### src/ssr_pkg.sv
// ----------------------------------------------------------------------------
// ssr_pkg
// shared constants and types of the stream substring replace unit
// ----------------------------------------------------------------------------
package ssr_pkg;

   // byte lanes of the pattern and replacement words
   localparam int WORD_BYTES    = 8;
   localparam int MAX_PATTERN   = 8;
   localparam int MAX_REPL      = 8;
   localparam int MAX_INPUT_LEN = 2046;

   // window holds at most one byte less than the longest pattern
   localparam int WIN_DEPTH = WORD_BYTES - 1;
   localparam int IDX_W     = $clog2(WORD_BYTES);
   localparam int TOT_W     = $clog2(WORD_BYTES + 1);
   localparam int LEN_W     = $clog2(MAX_INPUT_LEN + 2);

   // job queue between front and back
   localparam int QUEUE_DEPTH = 4;
   localparam int QPTR_W      = $clog2(QUEUE_DEPTH);
   localparam int QCNT_W      = $clog2(QUEUE_DEPTH + 1);

   // configuration port
   localparam int CSR_DATA_W = 64;
   localparam int CSR_ADDR_W = 5;
   localparam int LENGTH_W   = 4;

   typedef enum logic [1:0] {
      REG_PATTERN_BYTES      = 2'd0,
      REG_PATTERN_LENGTH     = 2'd1,
      REG_REPLACEMENT_BYTES  = 2'd2,
      REG_REPLACEMENT_LENGTH = 2'd3
   } reg_index_type;

   // configuration as seen by the datapath, lengths already clamped
   typedef struct packed {
      logic [WORD_BYTES-1:0][7:0] pattern;
      logic [LENGTH_W-1:0]        plen;
      logic [WORD_BYTES-1:0][7:0] repl;
      logic [LENGTH_W-1:0]        rlen;
      logic                       clear;
   } ssr_cfg_type;

   // one queued job: a burst of 1 to 8 results
   typedef struct packed {
      logic [WORD_BYTES-1:0][7:0] data;
      logic [IDX_W-1:0]           last_idx;
      logic                       is_end;
      logic                       no_char;
      logic                       failed;
   } ssr_job_type;

   // queue status toward the front and back
   typedef struct packed {
      logic full;
      logic head_valid;
   } ssr_queue_status_type;

endpackage

### src/ssr_req_if.sv
// ----------------------------------------------------------------------------
// ssr_req_if
// input byte channel: valid/ready with one text byte and its final flag
// ----------------------------------------------------------------------------
interface ssr_req_if;
   logic       valid;
   logic       ready;
   logic [7:0] text_byte;
   logic       final_byte;

   modport source (output valid, output text_byte, output final_byte, input ready);
   modport sink (input valid, input text_byte, input final_byte, output ready);
   modport monitor (input valid, input text_byte, input final_byte, input ready);
endinterface

### src/ssr_rsp_if.sv
// ----------------------------------------------------------------------------
// ssr_rsp_if
// result channel: valid/ready with one rewritten byte and its flags
// ----------------------------------------------------------------------------
interface ssr_rsp_if;
   logic       valid;
   logic       ready;
   logic [7:0] out_byte;
   logic       byte_valid;
   logic       end_of_string;
   logic       failed;

   modport source (output valid, output out_byte, output byte_valid,
                   output end_of_string, output failed, input ready);
   modport sink (input valid, input out_byte, input byte_valid,
                 input end_of_string, input failed, output ready);
   modport monitor (input valid, input out_byte, input byte_valid,
                    input end_of_string, input failed, input ready);
endinterface

### src/ssr_csr.sv
// ----------------------------------------------------------------------------
// ssr_csr
// apb register file: pattern and replacement words and their lengths
// ----------------------------------------------------------------------------
module ssr_csr import ssr_pkg::*; (
   input  logic                  clock,
   input  logic                  reset,
   input  logic                  psel,
   input  logic                  penable,
   input  logic                  pwrite,
   input  logic [CSR_ADDR_W-1:0] paddr,
   input  logic [CSR_DATA_W-1:0] pwdata,
   output logic [CSR_DATA_W-1:0] prdata,
   output logic                  pready,
   output ssr_cfg_type           cfg
);

   logic [CSR_DATA_W-1:0] pat_ff, pat_in;
   logic [CSR_DATA_W-1:0] rep_ff, rep_in;
   logic [LENGTH_W-1:0]   plen_ff, plen_in;
   logic [LENGTH_W-1:0]   rlen_ff, rlen_in;
   logic                  wr_strobe;
   reg_index_type         reg_sel;

   assign pready    = 1'b1;
   assign wr_strobe = psel && penable && pwrite && pready;
   assign reg_sel   = reg_index_type'(paddr[CSR_ADDR_W-1:3]);

   always_comb begin
      pat_in  = pat_ff;
      rep_in  = rep_ff;
      plen_in = plen_ff;
      rlen_in = rlen_ff;
      if (wr_strobe) begin
         case (reg_sel)
            REG_PATTERN_BYTES:      pat_in  = pwdata;
            REG_PATTERN_LENGTH:     plen_in = pwdata[LENGTH_W-1:0];
            REG_REPLACEMENT_BYTES:  rep_in  = pwdata;
            REG_REPLACEMENT_LENGTH: rlen_in = pwdata[LENGTH_W-1:0];
            default: ;
         endcase
      end
   end

   always_ff @(posedge clock) begin
      if (reset) begin
         pat_ff  <= '0;
         rep_ff  <= '0;
         plen_ff <= '0;
         rlen_ff <= '0;
      end else begin
         pat_ff  <= pat_in;
         rep_ff  <= rep_in;
         plen_ff <= plen_in;
         rlen_ff <= rlen_in;
      end
   end

   always_comb begin
      case (reg_sel)
         REG_PATTERN_BYTES:      prdata = pat_ff;
         REG_PATTERN_LENGTH:     prdata = {{(CSR_DATA_W-LENGTH_W){1'b0}}, plen_ff};
         REG_REPLACEMENT_BYTES:  prdata = rep_ff;
         REG_REPLACEMENT_LENGTH: prdata = {{(CSR_DATA_W-LENGTH_W){1'b0}}, rlen_ff};
         default:                prdata = '0;
      endcase
   end

   // oversized lengths count as the maximum
   always_comb begin
      cfg.pattern = pat_ff;
      cfg.repl    = rep_ff;
      cfg.plen    = (plen_ff > LENGTH_W'(MAX_PATTERN)) ? LENGTH_W'(MAX_PATTERN) : plen_ff;
      cfg.rlen    = (rlen_ff > LENGTH_W'(MAX_REPL)) ? LENGTH_W'(MAX_REPL) : rlen_ff;
      cfg.clear   = wr_strobe;
   end

endmodule

### src/ssr_front.sv
// ----------------------------------------------------------------------------
// ssr_front
// accepts text bytes, tracks the pending window and builds a job for each byte that releases results or ends a string
// ----------------------------------------------------------------------------
module ssr_front import ssr_pkg::*; (
   input  logic                 clock,
   input  logic                 reset,
   input  ssr_cfg_type          cfg,
   ssr_req_if.sink              req,
   input  ssr_queue_status_type q_status,
   output logic                 push,
   output ssr_job_type          job
);

   logic [WIN_DEPTH-1:0][7:0]  win_ff, win_in;
   logic [IDX_W-1:0]           cnt_ff, cnt_in;
   logic [LEN_W-1:0]           len_ff, len_in;

   logic                       accept;
   logic [IDX_W-1:0]           pm1;
   logic [IDX_W-1:0]           n;
   logic [WORD_BYTES-1:0][7:0] win_ext;
   logic [WORD_BYTES-1:0][7:0] cand;
   logic [WORD_BYTES-1:0][7:0] cand_shift;
   logic [TOT_W-1:0]           total;
   logic [WORD_BYTES-1:0]      pref;
   logic                       match;
   logic [TOT_W-1:0]           drop;
   logic [TOT_W-1:0]           count;
   logic [LEN_W-1:0]           len_inc;
   logic                       fail;
   logic                       empty_out;

   assign req.ready = !q_status.full;
   assign accept    = req.valid && req.ready;

   always_comb begin
      pm1     = (cfg.plen == '0) ? '0 : IDX_W'(cfg.plen - LENGTH_W'(1));
      n       = (cnt_ff > pm1) ? pm1 : cnt_ff;
      win_ext = {8'h00, win_ff};
      total   = TOT_W'(n) + TOT_W'(1);

      // candidate: pending bytes followed by the new byte
      for (int i = 0; i < WORD_BYTES; i++) begin
         if (IDX_W'(i) < n) begin
            cand[i] = win_ext[i];
         end else if (IDX_W'(i) == n) begin
            cand[i] = req.text_byte;
         end else begin
            cand[i] = 8'h00;
         end
      end

      // pref[d]: candidate without its first d bytes is a pattern prefix
      for (int d = 0; d < WORD_BYTES; d++) begin
         pref[d] = 1'b1;
         for (int j = d; j < WORD_BYTES; j++) begin
            if (TOT_W'(j) < total && cand[j] != cfg.pattern[j-d]) begin
               pref[d] = 1'b0;
            end
         end
      end

      match = (TOT_W'(cfg.plen) == total) && pref[0];

      // fewest leading bytes to release
      drop = total;
      for (int d = WORD_BYTES - 1; d >= 0; d--) begin
         if (TOT_W'(d) < total && pref[d]) begin
            drop = TOT_W'(d);
         end
      end
      cand_shift = cand >> {drop, 3'b000};

      len_inc = (len_ff <= LEN_W'(MAX_INPUT_LEN)) ? len_ff + LEN_W'(1) : len_ff;
      fail    = (cfg.plen == '0) || (len_inc > LEN_W'(MAX_INPUT_LEN));

      if (match) begin
         count = TOT_W'(cfg.rlen);
      end else if (req.final_byte) begin
         count = total;
      end else begin
         count = drop;
      end
      empty_out = fail || (count == '0);

      job.data     = match ? cfg.repl : cand;
      job.last_idx = empty_out ? '0 : IDX_W'(count - TOT_W'(1));
      job.is_end   = req.final_byte;
      job.no_char  = empty_out;
      job.failed   = fail;

      push = accept && (fail ? req.final_byte : (req.final_byte || count != '0));

      win_in = win_ff;
      cnt_in = cnt_ff;
      len_in = len_ff;
      if (cfg.clear) begin
         cnt_in = '0;
         len_in = '0;
      end else if (accept) begin
         if (fail) begin
            cnt_in = '0;
            len_in = req.final_byte ? '0 : len_inc;
         end else if (req.final_byte) begin
            cnt_in = '0;
            len_in = '0;
         end else begin
            win_in = cand_shift[WIN_DEPTH-1:0];
            cnt_in = match ? '0 : IDX_W'(total - drop);
            len_in = len_inc;
         end
      end
   end

   always_ff @(posedge clock) begin
      if (reset) begin
         cnt_ff <= '0;
         len_ff <= '0;
      end else begin
         cnt_ff <= cnt_in;
         len_ff <= len_in;
      end
   end

   always_ff @(posedge clock) begin
      win_ff <= win_in;
   end

endmodule

### src/ssr_queue.sv
// ----------------------------------------------------------------------------
// ssr_queue
// short job queue between front and back
// ----------------------------------------------------------------------------
module ssr_queue import ssr_pkg::*; (
   input  logic                 clock,
   input  logic                 reset,
   input  logic                 push,
   input  ssr_job_type          push_job,
   input  logic                 pop,
   output ssr_job_type          head_job,
   output ssr_queue_status_type status
);

   ssr_job_type       mem_ff [QUEUE_DEPTH];
   logic [QPTR_W-1:0] wr_ff, wr_in;
   logic [QPTR_W-1:0] rd_ff, rd_in;
   logic [QCNT_W-1:0] cnt_ff, cnt_in;
   logic              do_pop;

   assign status.full       = (cnt_ff == QCNT_W'(QUEUE_DEPTH));
   assign status.head_valid = (cnt_ff != '0);
   assign head_job          = mem_ff[rd_ff];
   assign do_pop            = pop && status.head_valid;

   always_comb begin
      wr_in  = push ? wr_ff + QPTR_W'(1) : wr_ff;
      rd_in  = do_pop ? rd_ff + QPTR_W'(1) : rd_ff;
      cnt_in = cnt_ff + QCNT_W'(push) - QCNT_W'(do_pop);
   end

   always_ff @(posedge clock) begin
      if (reset) begin
         wr_ff  <= '0;
         rd_ff  <= '0;
         cnt_ff <= '0;
      end else begin
         wr_ff  <= wr_in;
         rd_ff  <= rd_in;
         cnt_ff <= cnt_in;
      end
   end

   always_ff @(posedge clock) begin
      if (push) begin
         mem_ff[wr_ff] <= push_job;
      end
   end

endmodule

### src/ssr_back.sv
// ----------------------------------------------------------------------------
// ssr_back
// walks the head job one result per cycle into the output register while the output is not stalled
// ----------------------------------------------------------------------------
module ssr_back import ssr_pkg::*; (
   input  logic                 clock,
   input  logic                 reset,
   input  ssr_job_type          head_job,
   input  ssr_queue_status_type q_status,
   output logic                 pop,
   ssr_rsp_if.source            rsp
);

   logic [IDX_W-1:0] idx_ff, idx_in;
   logic             valid_ff, valid_in;
   logic [7:0]       byte_ff, byte_in;
   logic             bvalid_ff, bvalid_in;
   logic             eos_ff, eos_in;
   logic             fail_ff, fail_in;
   logic             load;
   logic             at_last;

   always_comb begin
      load    = q_status.head_valid && (!valid_ff || rsp.ready);
      at_last = (idx_ff == head_job.last_idx);
      pop     = load && at_last;

      idx_in    = idx_ff;
      valid_in  = valid_ff && !rsp.ready;
      byte_in   = byte_ff;
      bvalid_in = bvalid_ff;
      eos_in    = eos_ff;
      fail_in   = fail_ff;
      if (load) begin
         idx_in    = at_last ? '0 : idx_ff + IDX_W'(1);
         valid_in  = 1'b1;
         byte_in   = head_job.no_char ? 8'h00 : head_job.data[idx_ff];
         bvalid_in = !head_job.no_char;
         eos_in    = head_job.is_end && at_last;
         fail_in   = head_job.failed;
      end
   end

   always_ff @(posedge clock) begin
      if (reset) begin
         idx_ff   <= '0;
         valid_ff <= 1'b0;
      end else begin
         idx_ff   <= idx_in;
         valid_ff <= valid_in;
      end
   end

   always_ff @(posedge clock) begin
      byte_ff   <= byte_in;
      bvalid_ff <= bvalid_in;
      eos_ff    <= eos_in;
      fail_ff   <= fail_in;
   end

   assign rsp.valid         = valid_ff;
   assign rsp.out_byte      = byte_ff;
   assign rsp.byte_valid    = bvalid_ff;
   assign rsp.end_of_string = eos_ff;
   assign rsp.failed        = fail_ff;

endmodule

### src/stream_substring_replace_unit.sv
// ----------------------------------------------------------------------------
// stream_substring_replace_unit
// byte-serial find and replace of a configured pattern in a text stream
// ----------------------------------------------------------------------------
//
//   channel   | direction | handshake              | carries
//   ----------+-----------+------------------------+-------------------------------
//   req_if    | in        | valid / ready          | text_byte, final_byte
//   rsp_if    | out       | valid / ready          | out_byte, byte_valid,
//             |           |                        | end_of_string, failed
//   apb       | in        | psel, penable, pready  | 64-bit registers at 8 * index
//
// cycles: an input transfer is taken every cycle while the job queue has room;
//   an input byte yields k results (k from 0 to 8), which the back end issues
//   one per cycle while the output is not stalled
// path: each job is queued, then the back end registers its results for output
// reset: synchronous, clears window count, length counter, queue pointers and
//   the output valid; configuration registers reset to zero
// stalls: a four-job queue parts the two sides, so the input keeps flowing
//   while a result waits, and backs up only once four jobs are queued
//
module stream_substring_replace_unit import ssr_pkg::*; (
   input  logic                  clock,
   input  logic                  reset,
   ssr_req_if.sink               req_if,
   ssr_rsp_if.source             rsp_if,
   input  logic                  psel,
   input  logic                  penable,
   input  logic                  pwrite,
   input  logic [CSR_ADDR_W-1:0] paddr,
   input  logic [CSR_DATA_W-1:0] pwdata,
   output logic [CSR_DATA_W-1:0] prdata,
   output logic                  pready
);

   ssr_cfg_type          cfg;
   ssr_queue_status_type q_status;
   ssr_job_type          push_job;
   ssr_job_type          head_job;
   logic                 push;
   logic                 pop;

   // register file; any write also restarts the current string
   ssr_csr u_csr (
      .clock   (clock),
      .reset   (reset),
      .psel    (psel),
      .penable (penable),
      .pwrite  (pwrite),
      .paddr   (paddr),
      .pwdata  (pwdata),
      .prdata  (prdata),
      .pready  (pready),
      .cfg     (cfg)
   );

   // front: window compare and per-byte job build
   ssr_front u_front (
      .clock    (clock),
      .reset    (reset),
      .cfg      (cfg),
      .req      (req_if),
      .q_status (q_status),
      .push     (push),
      .job      (push_job)
   );

   // jobs waiting for the back end
   ssr_queue u_queue (
      .clock    (clock),
      .reset    (reset),
      .push     (push),
      .push_job (push_job),
      .pop      (pop),
      .head_job (head_job),
      .status   (q_status)
   );

   // back: one result transfer per cycle from the head job while the output is not stalled
   ssr_back u_back (
      .clock    (clock),
      .reset    (reset),
      .head_job (head_job),
      .q_status (q_status),
      .pop      (pop),
      .rsp      (rsp_if)
   );

endmodule

### src/flat_wrapper.sv
// flat-port wrapper written by rule: the top's interface ports become plain ports
module stream_substring_replace_unit_flat import ssr_pkg::*;
  (clock, reset, psel, penable, pwrite, paddr, pwdata, prdata, pready, req_if_valid, req_if_text_byte, req_if_final_byte, req_if_ready, rsp_if_valid, rsp_if_out_byte, rsp_if_byte_valid, rsp_if_end_of_string, rsp_if_failed, rsp_if_ready);
  ssr_req_if req_if_i ();
  ssr_rsp_if rsp_if_i ();
  input  logic clock;
  input  logic reset;
  input  logic psel;
  input  logic penable;
  input  logic pwrite;
  input  logic [CSR_ADDR_W-1:0] paddr;
  input  logic [CSR_DATA_W-1:0] pwdata;
  output logic [CSR_DATA_W-1:0] prdata;
  output logic pready;
  input wire logic [$bits(req_if_i.valid)-1:0] req_if_valid;
  input wire logic [$bits(req_if_i.text_byte)-1:0] req_if_text_byte;
  input wire logic [$bits(req_if_i.final_byte)-1:0] req_if_final_byte;
  output wire logic [$bits(req_if_i.ready)-1:0] req_if_ready;
  output wire logic [$bits(rsp_if_i.valid)-1:0] rsp_if_valid;
  output wire logic [$bits(rsp_if_i.out_byte)-1:0] rsp_if_out_byte;
  output wire logic [$bits(rsp_if_i.byte_valid)-1:0] rsp_if_byte_valid;
  output wire logic [$bits(rsp_if_i.end_of_string)-1:0] rsp_if_end_of_string;
  output wire logic [$bits(rsp_if_i.failed)-1:0] rsp_if_failed;
  input wire logic [$bits(rsp_if_i.ready)-1:0] rsp_if_ready;
  assign req_if_i.valid = req_if_valid;
  assign req_if_i.text_byte = req_if_text_byte;
  assign req_if_i.final_byte = req_if_final_byte;
  assign req_if_ready = req_if_i.ready;
  assign rsp_if_valid = rsp_if_i.valid;
  assign rsp_if_out_byte = rsp_if_i.out_byte;
  assign rsp_if_byte_valid = rsp_if_i.byte_valid;
  assign rsp_if_end_of_string = rsp_if_i.end_of_string;
  assign rsp_if_failed = rsp_if_i.failed;
  assign rsp_if_i.ready = rsp_if_ready;
  stream_substring_replace_unit u_core (.clock(clock), .reset(reset), .req_if(req_if_i), .rsp_if(rsp_if_i), .psel(psel), .penable(penable), .pwrite(pwrite), .paddr(paddr), .pwdata(pwdata), .prdata(prdata), .pready(pready));
endmodule
### config.mk
export PLATFORM = sky130hd
export DESIGN_NAME = stream_substring_replace_unit_flat
export DESIGN_NICKNAME = d
export VERILOG_FILES = /design/src/ssr_pkg.sv /design/src/ssr_req_if.sv /design/src/ssr_rsp_if.sv /design/src/ssr_csr.sv /design/src/ssr_front.sv /design/src/ssr_queue.sv /design/src/ssr_back.sv /design/src/stream_substring_replace_unit.sv /design/src/flat_wrapper.sv
export SDC_FILE = /design/constraint.sdc
export NUM_CORES = 1
export LEC_CHECK = 0
export BUFFER_PORTS_ARGS = -buffer_cell sky130_fd_sc_hd__buf_2
export CAP_MARGIN = 20
export CORE_UTILIZATION = 50
export DETAILED_ROUTE_END_ITERATION = 16
export GPL_ROUTABILITY_DRIVEN = 1
export HOLD_SLACK_MARGIN = 0.06
export MAX_ROUTING_LAYER = met4
export PLACE_DENSITY_LB_ADDON = 0.15
export SYNTH_ARGS = -nofsm -noshare
export SYNTH_HDL_FRONTEND = slang
export SYNTH_SLANG_ARGS = --single-unit
export TNS_END_PERCENT = 20
### constraint.sdc
create_clock -name clock -period 10.35 [get_ports clock]
set_input_delay 1.035 -clock clock [delete_from_list [all_inputs] [get_ports clock]]
set_output_delay 1.035 -clock clock [all_outputs]
set_load 0.02 [all_outputs]
Yosys cells after proc, flatten, opt, wreduce, memory -nomap -nowiden --
Memory sizes are Yosys's and may differ from the RTL's. A register that Yosys moved wholly into a read port is not among the register bits. Index checks and enable logic that the tools add are counted.
Operators by class: add/subtract/negate cells 10, $mul 0, div/mod/pow operators 0, magnitude comparators 22, eq/ne operators 49, shifts and indexed selects 1, mux-type cells 83, bitwise operators 3, reductions and logical operators 74
Operators with widths (count):
- $ne A8 B8 Y1 | 36
- $pmux W64 S4 | 1
- $mux W8 | 17
- $mux W64 | 1
- $shr A64 B7 Y56 | 1
- $logic_and A1 B1 Y1 | 54
- $mux W4 | 12
- $mux W1 | 40
- $bmux W8 S3 | 1
- $mux W11 | 2
- $mux W3 | 7
- $lt A3 B4 Y1 const A | 4
- $eq A3 B3 Y1 const A | 4
- $lt A3 B3 Y1 const A | 4
- $add A11 B1 Y11 const B | 1
- $gt A11 B11 Y1 const B | 1
- $le A11 B11 Y1 const B | 1
- $gt A4 B4 Y1 const B | 2
- $logic_not A4 Y1 | 2
- $lt A1 B4 Y1 const A | 2
- $lt A2 B4 Y1 const A | 2
- $reduce_and A2 Y1 | 4
- $eq A2 B3 Y1 const A | 2
- $lt A1 B3 Y1 const A | 2
- 26 further kinds | 39
Storage, ports and cells: bits in registers 228, bits in latches 0, bits in writable memories 280, memory bits (read-only) 0, bits of input ports 85, output and inout port bits 78, logic and storage cells 265, memories kept 1
Memories:
- u_core.u_queue.mem_ff | words 4, width 70, read ports 1, clocked after memory_dff 1, wr ports 1, line ssr_queue.sv:15 | ssr_job_type mem_ff [QUEUE_DEPTH];

Logic depth before layout (Yosys ltp) --
depth in word-level cells 29, gate-level depth with buffers 45, mapped depth without buffers 35

Hierarchy --
From an unflattened synthesis, not the netlist that was laid out.
Unflattened totals: cells, all modules 3249, area total of the unflattened synthesis 33283.2 µm²
By module, submodules not included:
- ssr_front | instances 1, cells each 2100, area each 14926.8 µm², seq. area each 1961.9 µm²
- ssr_queue | instances 1, cells each 411, area each 10645.2 µm², seq. area each 8588.2 µm²
- ssr_csr | instances 1, cells each 668, area each 6642.6 µm², seq. area each 2722.6 µm²
- ssr_back | instances 1, cells each 70, area each 1068.5 µm², seq. area each 410.4 µm²

Worst setup path before layout --
No wires, ideal clock.
kind register to register, start point register u_core.u_csr.plen_ff[3], end point memory u_core.u_queue.mem_ff[0][0] (netlist bit), enable pin, setup time 0.436 ns, arrival time 8.890 ns, data required time 9.914 ns, path slack 1.025 ns, stages on the path, launching flop included 37, buffers on the path 13, clock period less this slack 9.325 ns, path through dfxtp_1 clkbuf_1 buf_1 a21oi_1 ha_1 a21oi_2 a221oi_4 or2_1 buf_4 inv_4 buf_6 buf_6 buf_2 buf_2 clkbuf_1 clkbuf_1 ha_1 clkbuf_1 buf_1 a22oi_1 nor4_1 o2111ai_1 nor4_1 o2111ai_1 nor2b_1 buf_2 a21oi_4 buf_4 mux2i_1 nor2_1 a31oi_1 ha_1 nor3b_1 mux2i_1 a211oi_1 nor2_1 and2_1
Between the ends: cells in the longest elaborated chain, start to end 29, elaborated cells on any way between the ends 183, those cells by class add/sub: 2; order compare: 18; eq/ne: 44; mux: 68; reduce/logical: 51
RTL lines:
- start, declared | line ssr_csr.sv:20 | logic [LENGTH_W-1:0] plen_ff, plen_in;
- start signal, assigned | line ssr_csr.sv:54 | plen_ff <= plen_in;
- $gt A4 B4 Y1 | line ssr_csr.sv:73 | cfg.plen = (plen_ff > LENGTH_W'(MAX_PATTERN)) ? LENGTH_W'(MAX_PATTERN) : plen_ff;
- $mux W4 * | line ssr_csr.sv:73
- branches (longest 23 deep; another with $add A3 B1 Y4)
- $mux W1 * | line ssr_front.sv:93 | push = accept && (fail ? req.final_byte : (req.final_byte || count != '0));
- $logic_and A1 B1 Y1 * | line ssr_front.sv:93
- $mux W1 * | line ssr_queue.sv:45 | if (push) begin
- $mux W1 (not written as such) * | line ssr_queue.sv:46 | mem_ff[wr_ff] <= push_job;
- end, declared | line ssr_queue.sv:15
Every way passes the cells marked *.

Worst setup path in the final report --
start point register u_core.u_csr.plen_ff[1], end point memory u_core.u_queue.mem_ff[3][35] (netlist bit), enable pin
Same word-level chain as after synthesis.

==> metrics.csv <==
metric;value;unit
status;finished clean;
Max-Cap Viols;0;
final core utilization;56.62;%
critical path endpoint category;flop;
VDD IR max;134.7;uV
Die H;252.7;um
Post-synth EDFFs;347;
final-layout fill cell count;5409;
#FFs+latches synth;510;
worst skew pair latency;660;ps
RSZ-0062 raised after global routing;no;
met1 Use GR;57.32;%
Vias;29020;
Clock transition at path regs;60;ps
first-pass GRT wire length;196.4;mm
Total Routing Usage GR;44.84;%
crit path kind;flop to flop;
# DRC;0;
antenna violations before repair;8;
largest net degree at the start of global routing;100;
deepest clock path buffer count;3;
max incr delay on CP;860;ps
I/O pins;163;
crit path buf inv count;5;
top-count cell post-synth;nand2_1;
FMAX;101.9;MHz
Data required, critical path;10580;ps
Hold/Removal Path Class;flop to flop;
Hold-fix buffers, CTS;0;
routability cong.;1.072;
synthesized area;31410;um^2
final number of max-transition violations;0;
CP arrival;10040;ps
CTS sink cnt;510;
Post-Synthesis Cells;3212;
routed vias/inst;6.954;
syn_nets;3320;
Pleak;12.49;nW
placed wire-length estimate;103.5;mm
drt wl/cell;33.93;um
CP startpoint kind;flop;
CTS buffer count;55;
Core ar.;61940;um^2
Initial Util;50.72;%
row count;91;
routing usage on met2;65.72;%
CP Max Fanout;70;
Synth Flop Type;edfxtp_1;
CTS tree;built;
synth top area cells;edfxtp_1 33%, dfxtp_1 10%, mux4_2 6.5%;
critical path's slowest cell;and2_4;
Yosys top cell area share;33.17;%
Rel. slew slack;13.85;%
Most Crowded Layer GR;met2;
Root Driver;clkbuf_16;
Starting DRT DRC Count;4251;
Synth cell types;110;
I/O Buffers;158;
Worst-Margin Slew;1280;ps
Ys Warns;0;
syn_area_per_cell;9.780;um^2
grt met3 use;8.785;%
Post-synth ARST share;0;%
Area growth syn-to-layout;11.65;%
Final min period;9813;ps
# setup viols final;0;
vias in the first global route;26750;
Pwr Density;152.2;nW/um^2
clock skew;46.47;ps
Worst path top cell family by delay;compound AO/OA/AOI/OAI gates;
aggregate global routing overflow;0;
die width;252.7;um
post-CTS setup buffer count;0;
final wirelength;141.6;mm
Post-CTS Resized;0;
Final period util;94.82;%
Fin. Hold Viols;0;
H-Tree Depth;2;
Synth area leader;edfxtp_1;
final net count;3393;
list of most frequent post-synthesis cells;462 x nand2_1, 347 x edfxtp_1, 250 x nor2_1;
setup TNS;0;ps
DR pass1 iterations;7;
sequential cell area fraction in the yosys report;43.56;%
Routed Antenna Nets;0;
layout cells sized above 1;18.46;%
Die Area;63830;um^2
-- final timing paths --
path              cells past startpoint                                 start  slack (ps)                                      to
setup / recovery                     31  u_core.u_csr.plen_ff[1]$_SDFFE_PP0P_         540  u_core.u_queue.mem_ff[3][35]$_DFFE_PP_
setup reg to reg                     31  u_core.u_csr.plen_ff[1]$_SDFFE_PP0P_         540  u_core.u_queue.mem_ff[3][35]$_DFFE_PP_
hold / removal                        2  u_core.u_csr.rep_ff[18]$_SDFFE_PP0P_         470    u_core.u_csr.rep_ff[18]$_SDFFE_PP0P_
hold reg to reg                       2  u_core.u_csr.rep_ff[18]$_SDFFE_PP0P_         470    u_core.u_csr.rep_ff[18]$_SDFFE_PP0P_
-- logic make-up (layout without fill, tap and decap cells) --
logic type | Yosys count | count (layout) | share of synthesized area [%]
other | 1 | 6 | 0.01194
XOR/XNOR | 185 | 185 | 5.158
flip-flops | 510 | 510 | 43.56
AND/OR/NAND/NOR | 1127 | 1127 | 16.67
adder cells (fa/ha/maj) | 23 | 23 | 0.9639
multiplexers | 310 | 310 | 13.80
buffers and inverters | 345 | 465 | 4.525
AO/OA/AOI/OAI | 711 | 711 | 15.31
-- metrics by stage --
stage | power (mW) | area [um^2] | std cells | hold slack [ps] | worst slack (ps)
finish | 5.339 | 35070 | 4174 | 473.3 | 536.5
global route | 5.459 | 35070 | 4173 | 497.2 | 436.1
CTS | 5.315 | 35040 | 4166 | 473.5 | 924.9
detailed placement | 3.340 | 33200 | 4062 | 463.6 | 1010
global placement | 3.320 | 33200 | 4062 | 455.5 | 992.8
floorplan | 2.989 | 31410 | 3212 | 442.9 | 1025
-- worst min-delay path, cell delays in order, from the launching register on --
cell,delay [ps]
dfxtp_1,320
nand2_1,60
a21oi_1,50
-- cell type report --
class	count	area (um^2)	share of cell area, %
Clock inverter	39	414.1	1.181
Multi-Input combinational cell	2357	16360	46.64
Antenna cell	5	12.51	0.03567
Clock buffer	65	1424	4.060
Inverter	63	240.2	0.6850
Timing Repair Buffer	298	1884	5.373
Tap cell	837	1047	2.986
Sequential cell	510	13690	39.04
-- flip-flops by register name (all words and copies together), names as in the netlist, 4 cells and up, named ones only --
register / flops
u_core.u_queue.mem_ff: 280
u_core.u_csr.pat_ff: 64
u_core.u_csr.rep_ff: 64
u_core.u_front.win_ext: 56
u_core.u_front.len_ff: 11
u_core.u_back.rsp.out_byte: 8
u_core.u_csr.plen_ff: 4
u_core.u_csr.rlen_ff: 4
-- power breakdown --
part           internal (mW)  switching, mW  total (mW)
clock                   1.12          0.887        2.01
combinational          0.368          0.642        1.01
sequential              2.27         0.0483        2.32
-- routing by layer --
metal  part of all wire (%)  vias to the layer above  wire, um
met2                     44                     2171     61980
met4                    7.2                        0     10200
met3                     11                      464     16240
li1                       -                    12030         -
met1                     38                    14360     53200
met5                      0                        -         0
-- placed cells by master, fill, tap and decap left out, types with 47 or more instances in the layout --
master | Yosys | routed
clkbuf_16 | 0 | 55
nand2_1 | 462 | 462
xor2_1 | 47 | 47
edfxtp_1 | 347 | 347
buf_4 | 11 | 137
dfxtp_1 | 163 | 161
mux4_2 | 90 | 90
inv_1 | 53 | 53
nand3_1 | 87 | 87
o21ai_0 | 135 | 135
mux2i_1 | 156 | 155
nor2_1 | 250 | 248
buf_2 | 35 | 156
a22oi_1 | 49 | 49
xnor2_1 | 138 | 138
mux2_2 | 53 | 53
a21oi_1 | 207 | 206
Power figures use the tool's default switching activity.
